File: src/rtl/core/psat_ram.sv
`timescale 1ns / 1ps
// ----------------------------------------------------------------------------
// psat_ram
// Generic single-write, single-read memory with registered read data.
// ----------------------------------------------------------------------------
module psat_ram #(
   parameter int WIDTH = 32,
   parameter int DEPTH = 16
) (
   input  logic                     clock,
   input  logic                     wr_en,
   input  logic [$clog2(DEPTH)-1:0] wr_addr,
   input  logic [WIDTH-1:0]         wr_data,
   input  logic                     rd_en,
   input  logic [$clog2(DEPTH)-1:0] rd_addr,
   output logic [WIDTH-1:0]         rd_data
);

   logic [WIDTH-1:0] mem_ff [DEPTH];
   logic [WIDTH-1:0] rd_data_ff;

   always_ff @(posedge clock) begin
      if (wr_en) begin
         mem_ff[wr_addr] <= wr_data;
      end
      if (rd_en) begin
         rd_data_ff <= mem_ff[rd_addr];
      end
   end

   assign rd_data = rd_data_ff;

endmodule

File: config.mk
export PLATFORM = sky130hd
export DESIGN_NAME = psat_ram
export DESIGN_NICKNAME = d
export VERILOG_FILES = /design/src/rtl/core/psat_ram.sv
export SDC_FILE = /design/constraint.sdc
export NUM_CORES = 1
export LEC_CHECK = 0
export ABC_AREA = 1
export BUFFER_PORTS_ARGS = -buffer_cell sky130_fd_sc_hd__buf_4
export CORE_ASPECT_RATIO = 0.75
export CORE_MARGIN = 1.5
export CORE_UTILIZATION = 50
export DETAILED_ROUTE_END_ITERATION = 6
export GPL_TIMING_DRIVEN = 0
export PLACE_DENSITY = 0.68
export REMOVE_ABC_BUFFERS = 1
export SETUP_SLACK_MARGIN = 0.1
export SLEW_MARGIN = 20
export SYNTH_ARGS = -nofsm -noshare
export SYNTH_HDL_FRONTEND = slang
export SYNTH_SLANG_ARGS = --single-unit
File: constraint.sdc
create_clock -name clock -period 6.95 [get_ports clock]
set_input_delay 0.695 -clock clock [delete_from_list [all_inputs] [get_ports clock]]
set_output_delay 0.695 -clock clock [all_outputs]
set_load 0.02 [all_outputs]
# --- After elaboration in Yosys (flattened, before gate mapping) ---
# Memory sizes are Yosys's and may differ from the RTL's. A register that Yosys moved wholly into a read port is not among the register bits.
# Index checks and enable logic that the tools add are counted.
word_totals:
  regBits: 0
  mem_bits_rw: 512
  inputBits: 43
  out_inout_bits: 32
  wordCells: 3
  memories: 1
op_classes:
  n_mux: 2
mem_list:
  columns: ["name", "depth", "width", "rd", "rd_clocked_by_memory_dff", "wr", "line", "source"]
  rows:
  - ["mem_ff", 16, 32, 1, 1, 1, "19", "logic [WIDTH-1:0] mem_ff [DEPTH];"]
op_table:
  columns: ["operator", "n"]
  rows:
  - ["two-way mux 1 bit", 2]

# --- Logic depth before layout (Yosys ltp) ---
# Gate-level depths: netlist (run 1).
logic_depth:
  depth_word: 2
  ltp_mapped: 10
  depth_no_buf: 7

# --- Worst setup path before layout (run 1) ---
# Ideal clock, no wire load.
synth_timing:
  path_kind: "input-to-reg"
  startpoint: "in wr_addr[2]"
  endpoint: "mem mem_ff[10][0], enable pin"
  t_arrival_ns: 2.267
  required_time_ns: 6.529
  path_slack_ns: 4.262
  stages: 2
  n_path_buf: 0
  path_cell_list: "nand3b_1 -> nor2_1"
synth_lines:
  columns: ["element", "line", "source"]
  rows:
  - ["from (decl)", "12", "input logic [$clog2(DEPTH)-1:0] wr_addr,"]
  - ["to (decl)", "19", null]
# No word-level cell before the write port.

==> flow_summary.rst, run 1 <==
.. list-table::
   :header-rows: 1

   * - Metric
     - Value
   * - Result of the run
     - finished clean
   * - Number of hold-slack violations in the final timing report
     - 0
   * - Netlist Area Pre-Place
     - 0.02305 mm²
   * - Placeable Area
     - 0.04510 mm²
   * - Capturing element type of the critical path
     - flop
   * - Crit-path most repeated cell
     - sky130_fd_sc_hd__nand3_1
   * - Net switching power figure
     - 1.480 mW
   * - Layout overhead on the synthesized area
     - 14.15%
   * - Filler cells
     - 3532
   * - Setup crit start kind
     - primary input
   * - Number of H-tree levels
     - 2
   * - Launch instance of the worst min-delay path
     - wr_data[6]
   * - Time the final worst path needs with I/O delays and setup
     - 2.411 ns
   * - Overall routing resource usage
     - 22.75%
   * - PostCTS Resize Cnt
     - 0
   * - Number of global-route vias before repair
     - 14040
   * - Worst clock skew
     - 0.01141 ns
   * - CP max FO
     - 174
   * - Worst hold-check slack
     - 0.4179 ns
   * - Pwr dens
     - 257.6 mW/mm²
   * - Buffers from clock root to sink, at most
     - 3
   * - Final standard cell utilization of the core
     - 58.34%
   * - Post-CTS clock slew at the launch and capture registers of the worst setup and hold paths
     - 0.07 ns
   * - Max-slew violation count
     - 0
   * - Max stage delay on crit path
     - 0.60 ns
   * - Tcrit/Tclk final
     - 34.69%
   * - Sequential Power Share
     - 54.8%
   * - DRC violations left
     - 0
   * - Worst setup path startpoint
     - rd_addr[0]
   * - Drt first-iter violations
     - 1410
   * - Critical path required time
     - 7.28 ns
   * - Y dimension of the die
     - 188.9 µm
   * - Clk Latency, worst-skew pair
     - 0.58 ns
   * - Top cell type by total area after synthesis
     - sky130_fd_sc_hd__edfxtp_1
   * - Total negative slack
     - 0 ns
   * - Detailed Route WL
     - 53040 µm
   * - Mean instance size in the synthesized netlist
     - 10.87 µm²
   * - Static Leak
     - 11.05 nW
   * - Most common cell after layout, fill and taps aside
     - sky130_fd_sc_hd__nand2_1
   * - Net Sw Frac
     - 21.83%
   * - Floorplan die area
     - 0.04741 mm²
   * - Slew at the pin closest to its max-slew limit
     - 1.136 ns
   * - Via Count
     - 14760
   * - Nets
     - 2222
   * - Fmax
     - 0.4147 GHz
   * - Critical path's slowest cell
     - sky130_fd_sc_hd__buf_16
   * - Crit Path Category
     - in -> reg
   * - Pin count of the biggest net entering global routing
     - 175
   * - Placement row count
     - 67
   * - Post-synthesis cell count
     - 2120
   * - Proportion of layout cells with a drive suffix above 1
     - 8.935%
   * - Average wire length per cell after detail routing
     - 18.92 µm
   * - Placed wire-length estimate after detailed placement
     - 28580 µm
   * - Antenna violations before repair
     - 2
   * - Synth top area cells
     - sky130_fd_sc_hd__edfxtp_1 (71%), sky130_fd_sc_hd__nand2_1 (11%), sky130_fd_sc_hd__nand3_1 (8.4%), sky130_fd_sc_hd__inv_1 (6.3%), sky130_fd_sc_hd__buf_6 (1.4%)
   * - Cell-by-cell trace of the critical path
     - buf_8, inv_12, buf_16, nand2_1, nand3_1, nand3_1, nand3_1, nand2_1
   * - Portion of total power attributed to the clock network
     - 38.4%
   * - Portion of synthesized cell area occupied by the leading cell type
     - 70.87%
   * - Number of synthesized register bits
     - 544
   * - Hold Crit Class
     - in -> reg
   * - Post-CTS repair timing setup buffer count
     - 0
   * - Final setup violation count
     - 0
   * - Sequential-to-total area share from yosys stat
     - 70.87%
   * - Clock net sink count
     - 544
   * - Via/cell ratio
     - 5.264
   * - Internal power consumption
     - 5.298 mW
   * - Initial DRT Pass Iterations
     - 6
   * - Final GP Congestion
     - 0.7179
   * - Grt ovf
     - 0
   * - Number of top-level design ports
     - 75
   * - PortBufs
     - 74
   * - TritonCTS clock tree
     - done
   * - Number of buffers created by CTS
     - 51
   * - Count of different cell masters after synthesis
     - 14
   * - Initial standard-cell utilization of the core
     - 51.11%
   * - Critical register-to-register path startpoint
     - mem_ff[14][17]
   * - Library cell used as clock root buffer
     - sky130_fd_sc_hd__clkbuf_16
   * - Relative slew slack
     - 24.29%
   * - Logic gate share of total power
     - 6.8%
   * - Number of buffers inserted for hold repair after clock tree synthesis
     - 0
   * - Chip width
     - 250.9 µm
   * - First-pass GRT wire length
     - 81480 µm
   * - DRT antenna net count
     - 0
   * - Yosys Warn Count
     - 0
   * - Worst IR Drop VDD
     - 0.2378 mV
   * - Max-cap violation count
     - 0
   * - Commonest cells after routing, fill and taps aside
     - sky130_fd_sc_hd__nand2_1 (677), sky130_fd_sc_hd__edfxtp_1 (544), sky130_fd_sc_hd__inv_1 (386)
   * - Critical Path AT
     - 2.74 ns
   * - RSZ-0062 raised after global routing
     - no
[final cells by class]
class | instances | area [µm²] | share of cell area (%)
clock buffers | 66 | 1375 | 5.226
diodes | 2 | 5.005 | 0.01902
inverters | 390 | 1486 | 5.649
flip-flops and latches | 544 | 16340 | 62.09
clock inverters | 24 | 157.7 | 0.5992
multi-input cells | 1081 | 4667 | 17.74
repair buffers | 111 | 1551 | 5.897
well taps | 586 | 733.2 | 2.787
[state kept, by name, indices dropped and copies added, names as in the netlist]
name	count
mem_ff	512
rd_data	32
[power by group through the flow]
stage	Clock [mW]	Combinational, mW	Sequential [mW]
after CTS	2.64	0.461	3.71
after detailed placement	0	0.457	3.78
after global routing	2.78	0.508	3.72
final	2.60	0.459	3.71
after global placement	0	0.426	3.79
after floorplan	0	0.192	3.80
[logic make-up after synthesis]
kind of cell | share of synthesized area, %
and+or+nand+nor | 19.73
DFF | 70.87
buffers and inverters | 9.407
[synth_stat cells (all sizes together)]
cell / n
buf: 91
nand2: 677
edfxtp: 544
clkbuf: 14
inv: 390
nand3b: 2
nor2: 17
nand3: 385
[stage by stage]
step | power [mW] | std cells | area [µm²] | setup slack, ns
finish | 6.777 | 2804 | 26310 | 4.539
global route | 7.006 | 2803 | 26310 | 4.389
CTS | 6.819 | 2802 | 26310 | 4.566
detailed placement | 4.241 | 2712 | 24770 | 4.007
global placement | 4.212 | 2675 | 23640 | 0.4401
floorplan | 3.995 | 2015 | 22350 | 3.842
[final timing paths]
path	end	slack, ns	depth (start not counted)
hold / removal	mem_ff[5][6]	0.42	1
setup reg to reg	rd_data[17]	5.71	6
hold reg to reg	rd_data[16]	0.73	6
setup / recovery	rd_data[11]	4.54	8
[metal layers]
metal  up-vias  track usage (%)  wire, µm
met5         -                0         0
met4         0            6.001      1044
met3        89            3.684      4225
met2       573            36.13     24390
met1      7100            32.92     23380
li1       6997                -         -
[critical path, delay by kind of cell]
family / cells / cell delay (ns)
buffers and inverters: 3 / 1.26
and+or+nand+nor: 5 / 0.60
(Power assumes the default switching activity.)
==> inputs of run 2 (changes only) <==
--- a/config.mk
+++ b/config.mk
@@ -12,7 +12,7 @@
 export CORE_UTILIZATION = 50
 export DETAILED_ROUTE_END_ITERATION = 6
 export GPL_TIMING_DRIVEN = 0
-export PLACE_DENSITY = 0.68
+export PLACE_DENSITY = 0.71
 export REMOVE_ABC_BUFFERS = 1
 export SETUP_SLACK_MARGIN = 0.1
 export SLEW_MARGIN = 20
==> constraint.sdc (replaced) <==
create_clock -name clock -period 2.2 [get_ports clock]
set_input_delay 0.22 -clock clock [delete_from_list [all_inputs] [get_ports clock]]
set_output_delay 0.22 -clock clock [all_outputs]
set_load 0.02 [all_outputs]
==> run 2 against run 1 <==
Worst hold slack got worse by 0.19 ns. Highest routed layer unchanged. Sequential share of layout area is 0.54 points lower. Final area increased by 0.88%. Power rose to 3.2 times the previous value. Clock-buffer cell count down 2. Combinational power rose to 3.3 times the previous value. Clock power increased to 3.1 times the previous value. Final cell count grew 1.1%. Critical path depth increased by 2. First-iteration DRC count increased by 14%. Global-route usage shrank 0.074 points. Setup slack worse by 4.2 ns.
==> flow_summary.rst, run 2 (synthesis results as in run 1) <==
.. list-table::
   :header-rows: 1

   * - Metric
     - Value
   * - Placed wire-length estimate after detailed placement
     - 28630 µm (+0.17%)
   * - Chip width
     - 250.9 µm (unchanged)
   * - Post-CTS repair timing setup buffer count
     - 0 (unchanged)
   * - Finished layout cell area
     - 0.02654 mm² (+0.88%)
   * - Initial standard-cell utilization of the core
     - 51.11% (unchanged)
   * - Worst IR Drop VDD
     - 0.6886 mV (+190%)
   * - Floorplan die area
     - 0.04741 mm² (unchanged)
   * - Setup crit start kind
     - primary input
   * - Cell family with most CP delay
     - buffers and inverters
   * - Pin count of the biggest net entering global routing
     - 151 (-14%)
   * - Worst hold-check slack
     - 0.2290 ns (-0.1890 ns)
   * - Final setup violation count
     - 0 (unchanged)
   * - PortBufs
     - 74 (unchanged)
   * - Worst reg2reg path endpoint
     - rd_data[18]
   * - Clock net sink count
     - 544 (unchanged)
   * - DRT antenna net count
     - 0 (unchanged)
   * - Clk Latency, worst-skew pair
     - 0.57 ns (about the same)
   * - Launch instance of the worst min-delay path
     - rd_en
   * - Placeable Area
     - 0.04510 mm² (unchanged)
   * - DRC violations left
     - 0 (unchanged)
   * - Via/cell ratio
     - 5.285 (+0.42%)
   * - Slew at the pin closest to its max-slew limit
     - 1.111 ns (-0.02476 ns)
   * - Overall power consumption
     - 21.42 mW (+220%)
   * - Result of the run
     - finished clean
   * - Relative slew slack
     - 25.94% (+1.7 points)
   * - Number of H-tree levels
     - 2 (unchanged)
   * - Crit Path Category
     - in -> reg
   * - First-pass GRT wire length
     - 81930 µm (+0.56%)
   * - Buffers from clock root to sink, at most
     - 3 (unchanged)
   * - TritonCTS clock tree
     - done
   * - Critical path required time
     - 2.51 ns (-4.77 ns)
   * - Detailed Route WL
     - 54130 µm (+2.0%)
   * - Drt first-iter violations
     - 1613 (+14%)
   * - Pwr dens
     - 806.9 mW/mm² (+210%)
   * - Final GP Congestion
     - 0.7104 (-1.0%)
   * - Hold Crit Class
     - in -> reg
   * - Placed Area
     - 0.02464 mm² (-0.54%)
   * - Antenna Cells
     - 0 (-2)
   * - Initial DRT Pass Iterations
     - 6 (unchanged)
   * - Critical Path AT
     - 2.20 ns (-0.54 ns)
   * - Worst clock skew
     - 0.01366 ns (+0.002256 ns)
   * - Top reg by flops
     - mem_ff
   * - Cells on Worst Hold Path
     - 1 (unchanged)
   * - Reg2Reg Setup Slack
     - 0.96 ns (-4.75 ns)
   * - Non-filler instance count after layout
     - 2834 (+1.1%)
   * - Max-cap violation count
     - 0 (unchanged)
   * - Antenna violations before repair
     - 0 (-2)
   * - Max stage delay on crit path
     - 0.39 ns (-0.21 ns)
   * - Proportion of layout cells with a drive suffix above 1
     - 8.674% (-0.26 points)
   * - Most common cell after layout, fill and taps aside
     - sky130_fd_sc_hd__nand2_1
   * - RSZ-0062 raised after global routing
     - no
   * - Nets
     - 2252 (+1.4%)
   * - Crit-path most repeated cell
     - sky130_fd_sc_hd__nand2_1
   * - Final standard cell utilization of the core
     - 58.85% (+0.51 points)
   * - Critical path's slowest cell
     - sky130_fd_sc_hd__buf_8
   * - Static Leak
     - 11.14 nW (+0.89%)
   * - Endpoint, Worst Hold
     - rd_data[7]
   * - Time the final worst path needs with I/O delays and setup
     - 1.895 ns
   * - Logic depth of the worst path, buffers included
     - 10 (+2)
   * - Post-CTS clock slew at the launch and capture registers of the worst setup and hold paths
     - 0.06 ns (about the same)
   * - Placed insts
     - 2708 (-0.15%)
   * - CP max FO
     - 108 (-38%)
   * - Y dimension of the die
     - 188.9 µm (unchanged)
   * - Average wire length per cell after detail routing
     - 19.10 µm (+0.97%)
   * - Number of top-level design ports
     - 75 (unchanged)
   * - Worst path bufs/invs
     - 4 (+1)
   * - Critical register-to-register path startpoint
     - mem_ff[9][18]
   * - Placement row count
     - 67 (unchanged)
   * - Cell-by-cell trace of the critical path
     - buf_8, buf_16, inv_12, clkbuf_16, nand2_1, nand2_1, nand2_1, nand3_1, nand3_1, nand2_1
   * - Number of global-route vias before repair
     - 14310 (+1.9%)
   * - Largest register FFs
     - 512 (unchanged)
   * - Max-slew violation count
     - 0 (unchanged)
   * - Commonest cells after routing, fill and taps aside
     - sky130_fd_sc_hd__nand2_1 (677), sky130_fd_sc_hd__edfxtp_1 (544), sky130_fd_sc_hd__inv_1 (386)
   * - Via Count
     - 14980 (+1.5%)
   * - Tcrit/Tclk final
     - 86.14%
   * - R2r worst-path depth
     - 6 (unchanged)
   * - PostCTS Resize Cnt
     - 0 (unchanged)
   * - Fmax
     - 0.5277 GHz
   * - Library cell used as clock root buffer
     - sky130_fd_sc_hd__clkbuf_16
   * - Layout overhead on the synthesized area
     - 15.15%
   * - Number of buffers created by CTS
     - 51 (unchanged)
   * - Grt ovf
     - 0 (unchanged)
   * - Capturing element type of the critical path
     - flop
   * - Number of hold-slack violations in the final timing report
     - 0 (unchanged)
   * - Overall routing resource usage
     - 22.68% (-0.074 points)
run 2: cell types whose count changed in the layout (fill, tap and decap cells not counted), sizes merged:
cell,change
dlygate4sd3,+32
buf,-4
clkinv,+4
diode,-2
bufbuf,+1
bufinv,-1
clkbuf,-1
clkinvlp,+1
run 2: worst max path at each step:
stage | startpoint | end | slack [ns]
detailed placement | rd_addr[0] | rd_data[1] | -0.51
global route | rd_addr[0] | rd_data[16] | 0.16
floorplan | rd_addr[1] | rd_data[0] | -0.43
global placement | rd_addr[1] | rd_data[16] | -3.84
CTS | rd_addr[0] | rd_data[19] | 0.18
finish | rd_addr[0] | rd_data[8] | 0.30
run 2: layout make-up:
class	instances	area, µm²
Clock inverter	28	156.4
Fill cell	3557	18560
Sequential cell	544	16340
Inverter	390	1486
Timing Repair Buffer	141	1797
Clock buffer	64	1368
Multi-Input combinational cell	1081	4667
Tap cell	586	733.2
run 2: where the power goes:
group / switching (mW) / leakage [nW] / internal [mW]
logic: 1.02 / 5.46 / 0.490
clock network: 3.68 / 0.747 / 4.50
registers: 0.0608 / 4.94 / 11.7
run 2: timing repair:
item | 4_1_cts | 5_1_grt
hold buffers | 32 | 0
endpoints found under the setup margin | 4 | 14
endpoints found under the hold margin | 512 | 0
gates cloned | 1 | 1
run 2: worst reg2reg max path, stage by stage (launching register included):
cell and delay, ns:
sky130_fd_sc_hd__edfxtp_1 0.42, sky130_fd_sc_hd__inv_1 0.10, sky130_fd_sc_hd__nand2_1 0.05, sky130_fd_sc_hd__nand3_1 0.10, sky130_fd_sc_hd__nand3_1 0.09, sky130_fd_sc_hd__nand3_1 0.12
sky130_fd_sc_hd__nand2_1 0.10
run 2: metrics by stage:
stage	setup TNS, ns	setup WS, ns
detailed placement	-9.003	-0.5050
global route	0	0.1643
global placement	-1099.93	-3.844
finish	0	0.3048
CTS	0	0.1806
floorplan	-17.07	-0.4330
run 2: per-layer routing:
layer / share of wire [%] / global-route usage, % / vias to the layer above
met2: 47 / 36.06 / 697
met3: 9.2 / 3.781 / 69
li1: - / - / 7064
met5: 0 / 0 / -
met1: 42 / 32.87 / 7149
met4: 1.6 / 5.561 / 0
==> inputs of run 3 (changes only) <==
--- a/config.mk
+++ b/config.mk
@@ -5,12 +5,13 @@
 export SDC_FILE = /design/constraint.sdc
 export NUM_CORES = 1
 export LEC_CHECK = 0
-export ABC_AREA = 1
+export ABC_AREA = 0
 export BUFFER_PORTS_ARGS = -buffer_cell sky130_fd_sc_hd__buf_4
 export CORE_ASPECT_RATIO = 0.75
 export CORE_MARGIN = 1.5
 export CORE_UTILIZATION = 50
 export DETAILED_ROUTE_END_ITERATION = 6
+export GPL_ROUTABILITY_DRIVEN = 0
 export GPL_TIMING_DRIVEN = 0
 export PLACE_DENSITY = 0.71
 export REMOVE_ABC_BUFFERS = 1
==> run 3 against run 2 <==
Power rose by 0.15%. Setup slack got worse by 0.033 ns. Maximum frequency fell by 1.7%. Flip-flop and latch count did not move. Global-route usage fell by 2.5 points. Area after synthesis fell by 12%. Sequential share of layout area rose by 6.3 points.
==> flow_summary.rst, run 3 <==
.. list-table::
   :header-rows: 1

   * - Metric
     - Value
   * - Result of the run
     - finished clean
   * - Static Leak
     - 7.750 nW (-30%)
   * - Number of H-tree levels
     - 2 (unchanged)
   * - Y dimension of the die
     - 177.0 µm (-6.3%)
   * - Filler cells
     - 2661 (-25%)
   * - Via/cell ratio
     - 5.977 (+13%)
   * - Worst clock skew
     - 0.01862 ns (+0.004956 ns)
   * - Mean instance size in the synthesized netlist
     - 24.07 µm² (+120%)
   * - Number of synthesized register bits
     - 544 (unchanged)
   * - Pre-CTS worst setup slack
     - -0.3464 ns (+0.1587 ns)
   * - Overall power consumption
     - 21.45 mW (+0.15%)
   * - Layout overhead on the synthesized area
     - 19.33%
   * - Total negative slack
     - 0 ns (unchanged)
   * - Multi-input gate area in the final layout
     - 0.003750 mm² (-20%)
   * - Setup crit start kind
     - primary input
   * - PortBufs
     - 74 (unchanged)
   * - Max-cap violation count
     - 0 (unchanged)
   * - Synth top area cells
     - sky130_fd_sc_hd__edfxtp_1 (81%), sky130_fd_sc_hd__mux4_2 (14%), sky130_fd_sc_hd__a22oi_1 (2.4%), sky130_fd_sc_hd__nand2_1 (0.61%), sky130_fd_sc_hd__buf_4 (0.41%)
   * - Detailed Route WL
     - 41260 µm (-24%)
   * - Crit path to
     - mem_ff[0][26]
   * - Grt ovf
     - 0 (unchanged)
   * - Global routing met2 resource utilization
     - 32.10% (-4.0 points)
   * - Netlist Area Pre-Place
     - 0.02017 mm² (-12%)
   * - Reg2Reg Setup Slack
     - 0.70 ns (-0.26 ns)
   * - Antenna Cells
     - 0 (unchanged)
   * - Nets
     - 1041 (-54%)
   * - Fmax
     - 0.5185 GHz (-1.7%)
   * - Slew at the pin closest to its max-slew limit
     - 0.8330 ns (-0.2778 ns)
   * - R2r worst-path depth
     - 3 (-3)
   * - Critical path required time
     - 2.46 ns (-0.05 ns)
   * - Time the final worst path needs with I/O delays and setup
     - 1.929 ns (+0.03342 ns)
   * - Initial standard-cell utilization of the core
     - 50.88% (-0.23 points)
   * - Placement row count
     - 63 (-6.0%)
   * - Worst hold-check slack
     - 0.03776 ns (-0.1912 ns)
   * - Final setup violation count
     - 0 (unchanged)
   * - Crit Path Category
     - in -> reg
   * - Worst IR Drop VDD
     - 0.5357 mV (-22%)
   * - Via Count
     - 9306 (-38%)
   * - Hold Crit Class
     - in -> reg
   * - Pwr dens
     - 891.0 mW/mm² (+10%)
   * - Non-filler instance count after layout
     - 1557 (-45%)
   * - Clock net sink count
     - 544 (unchanged)
   * - Async set-reset flop share out of synthesis
     - 0% (unchanged)
   * - Clk Latency, worst-skew pair
     - 0.57 ns (about the same)
   * - Busiest layer in global routing
     - met2
   * - Capturing element type of the critical path
     - flop
   * - Placeable Area
     - 0.03965 mm² (-12%)
   * - Final setup margin
     - 0.2714 ns (-0.03342 ns)
   * - Top cell type by total area after synthesis
     - sky130_fd_sc_hd__edfxtp_1
   * - Top-count cell post-synth
     - sky130_fd_sc_hd__edfxtp_1
   * - Number of hold-slack violations in the final timing report
     - 0 (unchanged)
   * - Max-slew violation count
     - 0 (unchanged)
   * - Top_reg_cell synth
     - sky130_fd_sc_hd__edfxtp_1
   * - RSZ-0062 raised after global routing
     - no
   * - Floorplan die area
     - 0.04158 mm² (-12%)
   * - Cells on Worst Hold Path
     - 2 (+1)
   * - Placed insts
     - 1434 (-47%)
   * - Placed Area
     - 0.02213 mm² (-10%)
   * - Worst reg2reg path endpoint
     - rd_data[18]
   * - Tcrit/Tclk final
     - 87.66% (+1.5 points)
   * - Post-CTS clock slew at the launch and capture registers of the worst setup and hold paths
     - 0.06 ns (about the same)
   * - Sequential Area
     - 0.01634 mm² (unchanged)
   * - Number of top-level design ports
     - 75 (unchanged)
   * - Synth top cells by count
     - sky130_fd_sc_hd__edfxtp_1 (544), sky130_fd_sc_hd__mux4_2 (128), sky130_fd_sc_hd__a22oi_1 (64), sky130_fd_sc_hd__nand2_1 (33), sky130_fd_sc_hd__clkbuf_1 (17)
   * - Antenna violations before repair
     - 0 (unchanged)
   * - Pin count of the biggest net entering global routing
     - 71 (-53%)
   * - Count of different cell masters after synthesis
     - 17 (+3)
   * - DRT antenna net count
     - 0 (unchanged)
   * - Chip width
     - 234.9 µm (-6.4%)
   * - Yosys Warn Count
     - 0 (unchanged)
   * - Sequential-to-total area share from yosys stat
     - 80.97% (+10 points)
   * - Placed wire-length estimate after detailed placement
     - 24350 µm (-15%)
   * - Met1 layer usage reported by global route
     - 29.63% (-3.2 points)
   * - Average wire length per cell after detail routing
     - 26.50 µm (+39%)
   * - Drt first-iter violations
     - 919 (-43%)
   * - Top reg by flops
     - mem_ff
   * - Number of synthesized flops with an enable pin
     - 544 (unchanged)
   * - Initial DRT Pass Iterations
     - 5 (-1)
   * - Buffers from clock root to sink, at most
     - 3 (unchanged)
   * - Final standard cell utilization of the core
     - 60.72% (+1.9 points)
   * - GR Layer Usage met3
     - 3.478% (-0.30 points)
   * - Critical register-to-register path startpoint
     - mem_ff[0][18]
   * - Post-synthesis cell count
     - 838 (-60%)
   * - DRC violations left
     - 0 (unchanged)
   * - First-pass GRT wire length
     - 61380 µm (-25%)
   * - Number of buffers created by CTS
     - 49 (-3.9%)
   * - Proportion of layout cells with a drive suffix above 1
     - 32.11% (+23 points)
   * - Worst setup path startpoint
     - wr_addr[2]
   * - Portion of synthesized cell area occupied by the leading cell type
     - 80.97% (+10 points)
   * - TritonCTS clock tree
     - done
   * - Finished layout cell area
     - 0.02407 mm² (-9.3%)
   * - Most common cell after layout, fill and taps aside
     - sky130_fd_sc_hd__edfxtp_1
   * - Relative slew slack
     - 44.16% (+18 points)
   * - Overall routing resource usage
     - 20.21% (-2.5 points)
   * - PostCTS Resize Cnt
     - 0 (unchanged)
   * - Post-CTS repair timing setup buffer count
     - 0 (unchanged)
   * - Number of global-route vias before repair
     - 9739 (-32%)
   * - Critical Path AT
     - 2.18 ns (-0.02 ns)
   * - Commonest cells after routing, fill and taps aside
     - sky130_fd_sc_hd__edfxtp_1 (544), sky130_fd_sc_hd__mux4_2 (128), sky130_fd_sc_hd__buf_4 (88)
   * - CP max FO
     - 8 (-93%)
   * - Largest register FFs
     - 512 (unchanged)
   * - Library cell used as clock root buffer
     - sky130_fd_sc_hd__clkbuf_16
==> run 3: cells by family (layout without fill, tap and decap cells) <==
group	Yosys count	in the layout	share of synthesized area (%)
AND/OR/NAND/NOR	59	59	1.253
AO/OA/AOI/OAI	64	64	2.382
multiplexers	128	128	14.29
buffers and inverters	43	242	1.104
flip-flops	544	544	80.97
==> run 3: area by class of cell <==
| class | instances | share of cell area [%] |
|---|---|---|
| clock buffer | 65 | 5.520 |
| multi-input combinational | 251 | 15.58 |
| sequential | 544 | 67.86 |
| tap | 520 | 2.703 |
| clock inverter | 25 | 1.112 |
| timing repair buffer | 152 | 7.230 |
==> run 3: worst min-delay path by stage <==
stage                     slack [ns]       start            end
after floorplan                 0.32  wr_data[0]   mem_ff[0][0]
after global placement          0.51  wr_data[8]  mem_ff[14][8]
after detailed placement        0.52  wr_data[0]   mem_ff[2][0]
after CTS                       0.01  wr_addr[1]  mem_ff[12][9]
after global routing            0.03  wr_addr[1]  mem_ff[12][9]
final                           0.04  wr_addr[1]  mem_ff[12][9]
==> run 3: critical path, stage by stage <==
cell	delay [ns]
sky130_fd_sc_hd__buf_4	0.13
sky130_fd_sc_hd__or3b_2	0.59
sky130_fd_sc_hd__nor3_2	0.67
sky130_fd_sc_hd__buf_4	0.33
sky130_fd_sc_hd__buf_4	0.23
==> run 3: repair_timing <==
item | 4_1_cts | 5_1_grt
endpoints found under the setup margin | 0 | 2
hold endpoints to repair | 512 | 0
hold buffers | 32 | 0
==> run 3: power breakdown <==
group | switching [mW] | leakage (nW) | total (mW) | internal, mW
combinational | 0.661 | 2.03 | 1.21 | 0.551
clock | 3.56 | 0.777 | 8.50 | 4.94
sequential | 0.0625 | 4.94 | 11.7 | 11.7
total | 4.29 | 7.75 | 21.5 | 17.2
==> run 3: layer usage <==
metal	part of all wire [%]	wire length (µm)	up-vias
li1	-	-	3933
met3	7.1	2947	76
met5	0	0	-
met1	43	17930	4914
met2	48	19650	383
met4	1.8	729	0
